### src/rtl/core/sts_pkg.sv
// ----------------------------------------------------------------------------
// sts_pkg
// Shared types and constants for the source text stripper: payload structs,
// strip mode encoding, end status codes and the include keyword.
// ----------------------------------------------------------------------------
package sts_pkg;

  // input transaction payload
  typedef struct packed {
    logic [7:0] in_char;
    logic       in_last;
  } in_t;

  // output transaction payload
  typedef struct packed {
    logic [7:0] out_char;
    logic       out_valid;
    logic       run_end;
    logic       stream_end;
    logic [1:0] end_status;
  } out_t;

  // strip mode of the front end
  typedef enum logic [1:0] {
    MODE_TEXT    = 2'd0,
    MODE_COMMENT = 2'd1,
    MODE_INCLUDE = 2'd2
  } mode_t;

  // end status codes
  localparam logic [1:0] STATUS_OK      = 2'd0;
  localparam logic [1:0] STATUS_COMMENT = 2'd1;
  localparam logic [1:0] STATUS_INCLUDE = 2'd2;

  // special characters
  localparam logic [7:0] CH_HASH  = 8'h23;  // '#'
  localparam logic [7:0] CH_SEMI  = 8'h3b;  // ';'
  localparam logic [7:0] CH_SPACE = 8'h20;
  localparam logic [7:0] CH_TAB   = 8'h09;
  localparam logic [7:0] CH_CR    = 8'h0d;

  // keyword length and index of its last byte
  localparam int unsigned KW_LEN = 9;
  localparam logic [3:0]  KW_LAST_IDX = 4'(KW_LEN - 1);

  // work item handed from front to back: a run of keyword prefix bytes,
  // an optional trailing byte, and end of stream information
  typedef struct packed {
    logic [3:0] flush_cnt;
    logic       tail_valid;
    logic [7:0] tail_char;
    logic       last;
    logic [1:0] status;
  } desc_t;

  // bytes of the include keyword "justget::"
  function automatic logic [7:0] kw_byte(input logic [3:0] idx);
    logic [7:0] b;
    case (idx)
      4'd0:    b = 8'h6a;  // j
      4'd1:    b = 8'h75;  // u
      4'd2:    b = 8'h73;  // s
      4'd3:    b = 8'h74;  // t
      4'd4:    b = 8'h67;  // g
      4'd5:    b = 8'h65;  // e
      4'd6:    b = 8'h74;  // t
      4'd7:    b = 8'h3a;  // :
      4'd8:    b = 8'h3a;  // :
      default: b = 8'h00;
    endcase
    return b;
  endfunction

endpackage

### src/rtl/core/sts_front.sv
// ----------------------------------------------------------------------------
// sts_front
// Accepts one byte per cycle while the queue has room, tracks comment/include
// mode and the keyword match, and queues work items for the back end.
// ----------------------------------------------------------------------------
module sts_front (
  input  logic           clk,
  input  logic           rst,
  input  logic           in_valid,
  output logic           in_stall,
  input  sts_pkg::in_t   in_data,
  input  logic           q_full,
  output logic           push,
  output sts_pkg::desc_t push_desc
);

  sts_pkg::mode_t mode, mode_next;
  logic [3:0]     matched, matched_next;
  logic           accept;
  logic           do_fresh;
  logic           fresh_j;
  logic [7:0]     c;

  function automatic logic is_ws(input logic [7:0] ch);
    return (ch == sts_pkg::CH_SPACE) ||
           ((ch >= sts_pkg::CH_TAB) && (ch <= sts_pkg::CH_CR));
  endfunction

  assign in_stall = q_full;
  assign accept   = in_valid && !q_full;
  assign c        = in_data.in_char;

  // state register
  always_ff @(posedge clk) begin
    if (rst) begin
      mode    <= sts_pkg::MODE_TEXT;
      matched <= 4'd0;
    end else begin
      mode    <= mode_next;
      matched <= matched_next;
    end
  end

  // next state and work item
  always_comb begin
    mode_next    = mode;
    matched_next = matched;
    push_desc    = '0;
    do_fresh     = 1'b0;
    fresh_j      = 1'b0;
    push         = 1'b0;
    if (accept) begin
      case (mode)
        sts_pkg::MODE_COMMENT, sts_pkg::MODE_INCLUDE: begin
          if (c == sts_pkg::CH_SEMI) begin
            mode_next = sts_pkg::MODE_TEXT;
          end
        end
        default: begin
          if (matched != 4'd0) begin
            if (c == sts_pkg::kw_byte(matched)) begin
              if (matched == sts_pkg::KW_LAST_IDX) begin
                matched_next = 4'd0;
                mode_next    = sts_pkg::MODE_INCLUDE;
              end else begin
                matched_next = matched + 4'd1;
              end
            end else begin
              // mismatch: release the held prefix, then retry the byte
              push_desc.flush_cnt = matched;
              matched_next        = 4'd0;
              do_fresh            = 1'b1;
            end
          end else begin
            do_fresh = 1'b1;
          end
        end
      endcase

      // byte in plain text with no match in progress
      if (do_fresh) begin
        if (is_ws(c)) begin
          // dropped
        end else if (c == sts_pkg::CH_HASH) begin
          mode_next = sts_pkg::MODE_COMMENT;
        end else if (c == sts_pkg::kw_byte(4'd0)) begin
          matched_next = 4'd1;
          fresh_j      = 1'b1;
        end else begin
          push_desc.tail_valid = 1'b1;
          push_desc.tail_char  = c;
        end
      end

      // end of stream: release any partial match and report status
      if (in_data.in_last) begin
        if (fresh_j) begin
          push_desc.tail_valid = 1'b1;
          push_desc.tail_char  = sts_pkg::kw_byte(4'd0);
        end else if (matched_next != 4'd0) begin
          push_desc.flush_cnt = matched_next;
        end
        case (mode_next)
          sts_pkg::MODE_COMMENT: push_desc.status = sts_pkg::STATUS_COMMENT;
          sts_pkg::MODE_INCLUDE: push_desc.status = sts_pkg::STATUS_INCLUDE;
          default:               push_desc.status = sts_pkg::STATUS_OK;
        endcase
        push_desc.last = 1'b1;
        mode_next      = sts_pkg::MODE_TEXT;
        matched_next   = 4'd0;
      end

      push = (push_desc.flush_cnt != 4'd0) || push_desc.tail_valid || push_desc.last;
    end
  end

endmodule

### src/rtl/core/sts_queue.sv
// ----------------------------------------------------------------------------
// sts_queue
// Small first-in first-out buffer of work items between front and back end.
// ----------------------------------------------------------------------------
module sts_queue #(
  parameter int unsigned DEPTH = 4
) (
  input  logic           clk,
  input  logic           rst,
  input  logic           push,
  input  sts_pkg::desc_t push_desc,
  output logic           full,
  input  logic           pop,
  output logic           head_valid,
  output sts_pkg::desc_t head_desc
);

  localparam int unsigned PW = (DEPTH > 1) ? $clog2(DEPTH) : 1;
  localparam int unsigned CW = $clog2(DEPTH + 1);
  localparam logic [PW-1:0] PTR_MAX = PW'(DEPTH - 1);
  localparam logic [CW-1:0] CNT_MAX = CW'(DEPTH);

  sts_pkg::desc_t entries [DEPTH];
  logic [PW-1:0]  wr_ptr, rd_ptr;
  logic [CW-1:0]  count;
  logic           do_push, do_pop;

  assign full       = (count == CNT_MAX);
  assign head_valid = (count != '0);
  assign head_desc  = entries[rd_ptr];
  assign do_push    = push && !full;
  assign do_pop     = pop && head_valid;

  // storage
  always_ff @(posedge clk) begin
    if (do_push) begin
      entries[wr_ptr] <= push_desc;
    end
  end

  // pointers and fill count
  always_ff @(posedge clk) begin
    if (rst) begin
      wr_ptr <= '0;
      rd_ptr <= '0;
      count  <= '0;
    end else begin
      if (do_push) begin
        wr_ptr <= (wr_ptr == PTR_MAX) ? '0 : wr_ptr + PW'(1);
      end
      if (do_pop) begin
        rd_ptr <= (rd_ptr == PTR_MAX) ? '0 : rd_ptr + PW'(1);
      end
      case ({do_push, do_pop})
        2'b10:   count <= count + CW'(1);
        2'b01:   count <= count - CW'(1);
        default: count <= count;
      endcase
    end
  end

endmodule

### src/rtl/core/sts_back.sv
// ----------------------------------------------------------------------------
// sts_back
// Expands each work item into its output transactions, one per cycle, into
// an output register that holds while the receiver stalls.
// ----------------------------------------------------------------------------
module sts_back (
  input  logic           clk,
  input  logic           rst,
  input  logic           head_valid,
  input  sts_pkg::desc_t head_desc,
  output logic           pop,
  output logic           out_valid,
  input  logic           out_stall,
  output sts_pkg::out_t  out_data
);

  logic [3:0]    idx;
  logic [3:0]    total;
  logic [3:0]    n_eff;
  logic          is_final;
  logic          load;
  logic          fire;
  sts_pkg::out_t res;

  assign load = !out_valid || !out_stall;
  assign fire = head_valid && load;
  assign pop  = fire && is_final;

  // result for the current position within the work item
  always_comb begin
    total    = head_desc.flush_cnt + {3'b000, head_desc.tail_valid};
    n_eff    = (total == 4'd0) ? 4'd1 : total;
    is_final = ((idx + 4'd1) == n_eff);
    res      = '0;
    if (idx < head_desc.flush_cnt) begin
      res.out_char  = sts_pkg::kw_byte(idx);
      res.out_valid = 1'b1;
    end else if (head_desc.tail_valid) begin
      res.out_char  = head_desc.tail_char;
      res.out_valid = 1'b1;
    end
    res.run_end    = is_final;
    res.stream_end = is_final && head_desc.last;
    res.end_status = (is_final && head_desc.last) ? head_desc.status : sts_pkg::STATUS_OK;
  end

  // position counter within the work item
  always_ff @(posedge clk) begin
    if (rst) begin
      idx <= 4'd0;
    end else if (fire) begin
      idx <= is_final ? 4'd0 : idx + 4'd1;
    end
  end

  // output register
  always_ff @(posedge clk) begin
    if (rst) begin
      out_valid <= 1'b0;
    end else if (load) begin
      out_valid <= head_valid;
    end
  end

  always_ff @(posedge clk) begin
    if (fire) begin
      out_data <= res;
    end
  end

endmodule

### src/rtl/core/source_text_stripper.sv
// ----------------------------------------------------------------------------
// source_text_stripper
// Byte stream filter that drops whitespace, '#'...';' comments and include
// statements that open with the keyword "justget::" and close at ';'.
// ----------------------------------------------------------------------------
//
//   channel | direction | handshake           | payload
//   --------+-----------+---------------------+----------------------------
//   in      | input     | in_valid / in_stall  | in_data  (sts_pkg::in_t)
//   out     | output    | out_valid / out_stall| out_data (sts_pkg::out_t)
//
// One byte is accepted per cycle while the work queue has room.
// Each byte yields 0 to 9 output transactions, emitted one per cycle by the
// back end while the output is not stalled; a byte that releases a held
// keyword prefix of k bytes yields k transactions, plus one when the byte
// itself is kept, so plain text flows at one byte per cycle without stalls.
// The first transaction of a byte is written to the work queue and from there
// into the output register.
// Reset (rst, synchronous) returns to plain text mode with an empty queue.
// Output stall holds the output register; input stalls only on a full queue.
// ----------------------------------------------------------------------------
module source_text_stripper #(
  parameter int unsigned QUEUE_DEPTH = 4
) (
  input  logic          clk,
  input  logic          rst,
  input  logic          in_valid,
  output logic          in_stall,
  input  sts_pkg::in_t  in_data,
  output logic          out_valid,
  input  logic          out_stall,
  output sts_pkg::out_t out_data
);

  logic           q_full;
  logic           push;
  sts_pkg::desc_t push_desc;
  logic           pop;
  logic           head_valid;
  sts_pkg::desc_t head_desc;

  // classification front end
  sts_front u_front (
    .clk       (clk),
    .rst       (rst),
    .in_valid  (in_valid),
    .in_stall  (in_stall),
    .in_data   (in_data),
    .q_full    (q_full),
    .push      (push),
    .push_desc (push_desc)
  );

  // work queue
  sts_queue #(
    .DEPTH (QUEUE_DEPTH)
  ) u_queue (
    .clk        (clk),
    .rst        (rst),
    .push       (push),
    .push_desc  (push_desc),
    .full       (q_full),
    .pop        (pop),
    .head_valid (head_valid),
    .head_desc  (head_desc)
  );

  // output back end
  sts_back u_back (
    .clk        (clk),
    .rst        (rst),
    .head_valid (head_valid),
    .head_desc  (head_desc),
    .pop        (pop),
    .out_valid  (out_valid),
    .out_stall  (out_stall),
    .out_data   (out_data)
  );

endmodule

### config.mk
export PLATFORM = sky130hd
export DESIGN_NAME = source_text_stripper
export DESIGN_NICKNAME = d
export VERILOG_FILES = /design/src/rtl/core/sts_pkg.sv /design/src/rtl/core/sts_front.sv /design/src/rtl/core/sts_queue.sv /design/src/rtl/core/sts_back.sv /design/src/rtl/core/source_text_stripper.sv
export SDC_FILE = /design/constraint.sdc
export NUM_CORES = 1
export LEC_CHECK = 0
export BUFFER_PORTS_ARGS = -buffer_cell sky130_fd_sc_hd__buf_2
export CORE_MARGIN = 1
export CORE_UTILIZATION = 30
export CTS_BUF_LIST = sky130_fd_sc_hd__clkbuf_2 sky130_fd_sc_hd__clkbuf_4 sky130_fd_sc_hd__clkbuf_8
export CTS_CLUSTER_DIAMETER = 50
export DETAILED_ROUTE_END_ITERATION = 8
export MAX_ROUTING_LAYER = met4
export PLACE_DENSITY_LB_ADDON = 0.15
export SLEW_MARGIN = 20
export SYNTH_ARGS = -nofsm -noshare
export SYNTH_HDL_FRONTEND = slang
export SYNTH_SLANG_ARGS = --single-unit
### constraint.sdc
create_clock -name clk -period 9.47 [get_ports clk]
set_clock_uncertainty 0.05 [all_clocks]
set_input_delay 0 -clock clk [delete_from_list [all_inputs] [get_ports clk]]
set_output_delay 0 -clock clk [all_outputs]
set_load 0.03 [all_outputs]
==> out/metrics.csv, run 1 <==
stage,metric,value,unit
grt,grt_first_pass_wirelength,19.2,mm
run,max-cap-violations,0,
floorplanning,core,18100,um^2
grt,first_global_vias,3486,
cells_and_area,finalNonFillerCells,709,
placement,gp_congestion,0.848,
critical_path,cp.required,9.75,ns
power,switchingPower,0.432,mW
route,wl,12.1,mm
clocking,clk_latency,0.39,ns
floorplanning,die_height,138,um
synthesis,synth_largest_area_cell,edfxtp_1,
synthesis,yosys_register_bits,111,
synthesis,synth_top_family_by_area,simple AND/OR/NAND/NOR gates,
route,drtPass1Iterations,7,
timing,tns,0,ns
grt,grt_start_max_net_pins,32,
synthesis,post_synth_xor_area_fraction,3.64,%
synthesis,synth_nets,487,
timing,slew_viol_final,0,
synthesis,synth_ff_type,edfxtp_1,
cells_and_area,syn_to_final_growth,10.3,%
placement,hpwl,8.68,mm
cells_and_area,final_area,6130,um^2
synthesis,yosysSeqAreaShare,53.8,%
power,leakagePower,2.21,nW
synthesis,synthCells,451,
synthesis,async_reset_ff_share,0,%
placement,dpl_cell_area,5920,um^2
timing,finalCritPeriodShare,55.7,%
synthesis,netlist_top_cells_area,"edfxtp_1 (42%), dfxtp_1 (12%), mux4_2 (5.7%)",
clocking,clockBufferDepth,2,
min_path,hold_end,u_queue.entries[2][9]$_DFFE_PP_,
cells_and_area,layout-drive-gt1-share,17.1,%
floorplanning,start_util,30.8,%
floorplanning,core.rowCount,49,
timing,relSlewSlack,34.0,%
route,drt_iter0_drc,191,
critical_path,cp_max_fo,16,
clocking,h-tree-depth,3,
timing,grt_setup_unrepaired,false,
route,drtAntennaViolNets,0,
timing,worstMarginPinSlew,0.982,ns
route,via_count,3548,
critical_path,crit_path_end_kind,flop,
synthesis,yosys-top-cells-count,"edfxtp_1 (77), inv_1 (37), dfxtp_1 (34)",
floorplanning,ios,28,
timing,min_period,5.28,ns
critical_path,reg2reg_to,u_queue.count[2]$_SDFFE_PP0P_,
synthesis,synthSimpleGateAreaFrac,12.7,%
synthesis,synth_compound_area_share,11.5,%
critical_path,arrival,5.56,ns
clocking,cts-root-buf,clkbuf_8,
synthesis,synth_most_common_cell,edfxtp_1,
power,powerDensity,211,nW/um^2
power,p_comb_share,29.4,%
grt,overflow,0,
power,intPower,0.864,mW
cells_and_area,antenna_cells,0,
timing,setup_violations,0,
min_path,min_path_type,in -> reg,
synthesis,synth_edf_count,77,
min_path,hold_depth,3,
placement,dpl.cell_count,692,
critical_path,worst-setup-path-type,reg -> reg,
cells_and_area,nets,511,
critical_path,worstRegToRegCells,13,
power,p_seq_share,48.3,%
synthesis,yosysUniqueCellTypes,69,
critical_path,crit_path_start_kind,flop,
clocking,cts_tree,yes,
synthesis,yosys.area.top_type_share,41.6,%
synthesis,avgSynthCellArea,12.3,um^2
synthesis,synthMuxAreaShare,8.86,%
timing,fmax,0.189,GHz
clocking,cts.sinks,111,
timing,hold_viol,0,
route,vias_per_cell,5.00,
grt,antenna_found_initial,0,
clocking,path_clk_slew,0.11,ns
grt,grt.total_usage,13.7,%
power,clockPowerShare,22.3,%
route,drc_errors,10,
power,vdd_drop_max,0.0713,mV
critical_path,reg2reg_setup_slack,4.19,ns
outcome,status,"finished, violations left",
synthesis,syn_area,5560,um^2
min_path,worstHoldStart,in_data[7],
clocking,cts_buffers,9,
route,wl_per_cell,17.1,um
synthesis,synth-adder-area-share,5.31,%
outcome,violations,DRC,
placement,port_buffers,27,
synthesis,yosysWarnings,0,
floorplanning,dieWidth,138,um
power,p_sw_share,33.4,%
floorplanning,dieArea,19100,um^2
==> repair_timing <==
action / CTS / global route
buffers inserted: 0 / 0
hold endpoints to repair: 1 / 0
hold buffers: 1 / 0
gates resized for setup: 0 / 0
==> layer usage <==
metal / share of wire (%) / GRT usage, % / vias up
li1: - / - / 1736
met2: 48 / 21.8 / 69
met3: 4.0 / 3.71 / 11
met4: 1.6 / 4.20 / 0
met5: 0 / - / -
met1: 47 / 17.0 / 1732
==> area by class of cell <==
type | instances | area (um^2)
multi-input cells | 284 | 2340
well taps | 229 | 287
clock inverters | 5 | 60.1
repair buffers | 32 | 175
clock buffers | 11 | 139
flip-flops and latches | 111 | 2990
inverters | 37 | 139
fillers | 1767 | 12000
==> stage by stage <==
step / hold WS, ns / utilization (%) / power, mW / setup WS (ns)
4_1_cts: 0.0116 / 33.9 / 1.31 / 4.15
3_5_place_dp: 0.306 / 32.8 / 1.02 / 4.19
5_1_grt: 0.0186 / 33.9 / 1.37 / 3.80
6_report: 0.0350 / 33.9 / 1.30 / 4.19
2_1_floorplan: 0.0334 / - / 0.920 / 5.29
3_3_place_gp: 0.306 / 32.8 / 1.02 / 4.36
==> placed cells by master, fill, tap and decap left out, types with 4 or more instances in the layout <==
master,Yosys,layout
edfxtp_1,77,77
inv_1,37,37
dfxtp_1,34,34
buf_2,1,27
nand2_1,26,26
ha_1,22,22
nor2_1,19,19
a21oi_1,19,18
nand3_1,17,17
nor3_1,14,14
mux4_2,14,14
xor2_1,14,14
o21ai_0,12,12
mux2i_1,11,11
and2_1,9,9
clkbuf_8,0,9
a31oi_1,7,7
and3_1,6,6
or3_1,6,6
a211oi_1,5,5
xnor2_1,4,4
a21boi_0,4,4
buf_4,1,4
==> worst max-delay path, stage by stage, from the launching register on <==
cell,delay (ns)
dfxtp_1,0.86
mux4_1,0.56
ha_1,0.32
ha_1,0.35
o41ai_2,0.47
a311oi_1,0.11
nor4_2,0.88
and2_4,0.36
ha_1,0.20
inv_1,0.07
fa_1,0.38
xor2_1,0.16
or3_1,0.31
a21oi_1,0.14
==> cells by family after synthesis <==
logic type,count (synthesis)
xor gates and xnor gates,20
adders and majority gates,23
muxes,28
AOI/OAI and AO/OA,84
buffers and inverters,56
DFF,111
and+or+nand+nor,129
==> power groups by stage <==
stage          clock network, mW  registers (mW)  logic, mW
2_1_floorplan                  0           0.686      0.234
3_3_place_gp                   0           0.638      0.381
3_5_place_dp                   0           0.639      0.386
4_1_cts                    0.299           0.628      0.387
5_1_grt                    0.320           0.635      0.418
6_report                   0.289           0.626      0.381
==> how the worst max path moves through the flow <==
stage               start                             to  slack, ns  cells after the start
finish               flop  u_queue.count[2]$_SDFFE_PP0P_       4.19                     13
detailed placement   flop  u_queue.count[2]$_SDFFE_PP0P_       4.19                     13
global route         flop  u_queue.count[2]$_SDFFE_PP0P_       3.80                     13
floorplan            flop  u_queue.count[2]$_SDFFE_PP0P_       5.29                     16
global placement     flop  u_queue.count[2]$_SDFFE_PP0P_       4.36                     13
CTS                  flop  u_queue.count[2]$_SDFFE_PP0P_       4.15                     13
(Power assumes the default switching activity.)
==> inputs of run 2 (changes only) <==
==> constraint.sdc (replaced) <==
create_clock -name clk -period 5.5 [get_ports clk]
set_clock_uncertainty 0.05 [all_clocks]
set_input_delay 0 -clock clk [delete_from_list [all_inputs] [get_ports clk]]
set_output_delay 0 -clock clk [all_outputs]
set_load 0.03 [all_outputs]
==> out/metrics.csv, run 2 (same netlist as run 1, synthesis figures left out) <==
stage,metric,value,unit,change
critical_path,cp_max_fo,15,,was 16
grt,first_global_vias,3517,,was 3486
timing,hold_viol,0,,unchanged
clocking,clk_latency,0.38,ns,was 0.39 ns
power,leakagePower,2.22,nW,was 2.21 nW
timing,grt_setup_unrepaired,false,,unchanged
clocking,clockBufferDepth,2,,unchanged
clocking,h-tree-depth,3,,unchanged
clocking,cts_setup_buffers,0,,unchanged
clocking,cts_resized,0,,unchanged
route,wl_per_cell,16.8,um,was 17.1 um
route,vias_per_cell,5.04,,was 5.00
grt,grt.total_usage,13.3,%,was 13.7%
route,drt_iter0_drc,189,,was 191
outcome,violations,DRC,,unchanged
placement,port_buffers,27,,unchanged
run,max-cap-violations,0,,unchanged
timing,fmax,0.221,GHz,was 0.189 GHz
timing,timing.final.ws_setup,0.977,ns,was 4.19 ns
clocking,cts_hold_buf,1,,unchanged
timing,setup_violations,0,,unchanged
timing,fin_hold_ws,0.0358,ns,was 0.0350 ns
floorplanning,core.rowCount,49,,unchanged
clocking,cts_buffers,9,,unchanged
timing,worstMarginPinSlew,0.881,ns,was 0.982 ns
placement,pre_cts_slack,0.983,ns,was 4.19 ns
cells_and_area,mostFrequentLayoutCells,"edfxtp_1 (77), inv_1 (37), dfxtp_1 (34)",,unchanged
placement,hpwl,8.59,mm,was 8.68 mm
min_path,min_path_type,in -> reg,,unchanged
cells_and_area,layout-drive-gt1-share,17.4,%,was 17.1%
floorplanning,dieArea,19100,um^2,unchanged
cells_and_area,final_common_cell,edfxtp_1,,unchanged
critical_path,reg2reg_setup_slack,0.98,ns,was 4.19 ns
cells_and_area,syn_to_final_growth,10.7,%,was 10.3%
clocking,cts_tree,yes,,unchanged
clocking,cts.sinks,111,,unchanged
route,drc_errors,10,,unchanged
grt,grt_first_pass_wirelength,19.0,mm,was 19.2 mm
timing,tns,0,ns,unchanged
timing,relSlewSlack,41.2,%,was 34.0%
critical_path,crit_path_end_kind,flop,,unchanged
critical_path,worst-setup-path-type,reg -> reg,,unchanged
grt,antenna_found_initial,0,,unchanged
route,drtPass1Iterations,7,,unchanged
outcome,status,"finished, violations left",,unchanged
grt,overflow,0,,unchanged
route,drtAntennaViolNets,0,,unchanged
grt,grt_start_max_net_pins,32,,unchanged
route,wl,12.0,mm,was 12.1 mm
clocking,path_clk_slew,0.11,ns,about the same
route,via_count,3582,,was 3548
clocking,cts-root-buf,clkbuf_8,,unchanged
floorplanning,core,18100,um^2,unchanged
timing,min_period,4.52,ns,was 5.28 ns
timing,slew_viol_final,0,,unchanged
power,vdd_drop_max,0.128,mV,was 0.0713 mV
cells_and_area,antenna_cells,0,,unchanged
critical_path,cp.required,5.77,ns,was 9.75 ns
floorplanning,dieWidth,138,um,unchanged
floorplanning,start_util,30.8,%,unchanged
power,powerDensity,365,nW/um^2,was 211 nW/um^2
floorplanning,ios,28,,unchanged
critical_path,crit_path_start_kind,flop,,unchanged
floorplanning,die_height,138,um,unchanged
power,finalPower,2.24,mW,was 1.30 mW
critical_path,arrival,4.79,ns,was 5.56 ns
placement,gp_congestion,0.832,,was 0.848
timing,finalCritPeriodShare,82.2,%,was 55.7%
cells_and_area,nets,513,,was 511
==> run 2: cell types whose count changed in the layout (fill, tap and decap cells not counted) <==
cell        delta
clkinvlp_4     -1
clkinv_2       -1
clkbuf_4       -1
buf_4          +2
clkinv_4       -1
inv_6          +4
==> run 2: critical path, cell delays in order, from the launching register on <==
cell and delay [ns]:
dfxtp_1 0.36, buf_4 0.32, mux4_2 0.58, ha_1 0.24, ha_1 0.35, o41ai_2 0.46
a311oi_1 0.12, nor4_2 0.30, buf_4 0.22, and2_4 0.23, ha_1 0.20, inv_1 0.06
fa_1 0.37, xor2_1 0.16, or3_1 0.31, a21oi_1 0.14
==> run 2: routing by layer <==
layer	global-route usage, %	part of all wire, %
met3	2.70	3.7
met2	21.3	47
met1	16.9	48
met4	4.67	1.5
met5	-	0
==> run 2: power breakdown <==
part / internal (mW) / switching [mW] / total [mW]
clock: 0.224 / 0.288 / 0.512
sequential: 1.03 / 0.0433 / 1.08
combinational: 0.235 / 0.419 / 0.655
==> run 2: final timing paths <==
kind                            depth (start not counted)                          endpoint                            from
worst max-delay path                                   15     u_queue.count[2]$_SDFFE_PP0P_                            flop
worst min-delay path                                    2  u_queue.entries[2][10]$_DFFE_PP_                      in_data[8]
worst max register to register                         15     u_queue.count[2]$_SDFFE_PP0P_                            flop
worst min register to register                          2    u_queue.wr_ptr[1]$_SDFFE_PP0P_  u_queue.wr_ptr[1]$_SDFFE_PP0P_
==> run 2: final cells by class <==
| class | count | area (um^2) |
|---|---|---|
| clock buffers | 10 | 131 |
| clock inverters | 6 | 73.8 |
| fillers | 1795 | 11900 |
| flip-flops and latches | 111 | 2990 |
| multi-input cells | 284 | 2340 |
| inverters | 37 | 139 |
| repair buffers | 34 | 190 |
| well taps | 229 | 287 |
==> run 2: stage by stage <==
step	util (%)	instances	area, um^2
6_report	34.0	711	6150
2_1_floorplan	-	451	5560
3_3_place_gp	32.8	694	5940
4_1_cts	34.0	711	6150
5_1_grt	34.0	711	6150
3_5_place_dp	32.8	694	5940
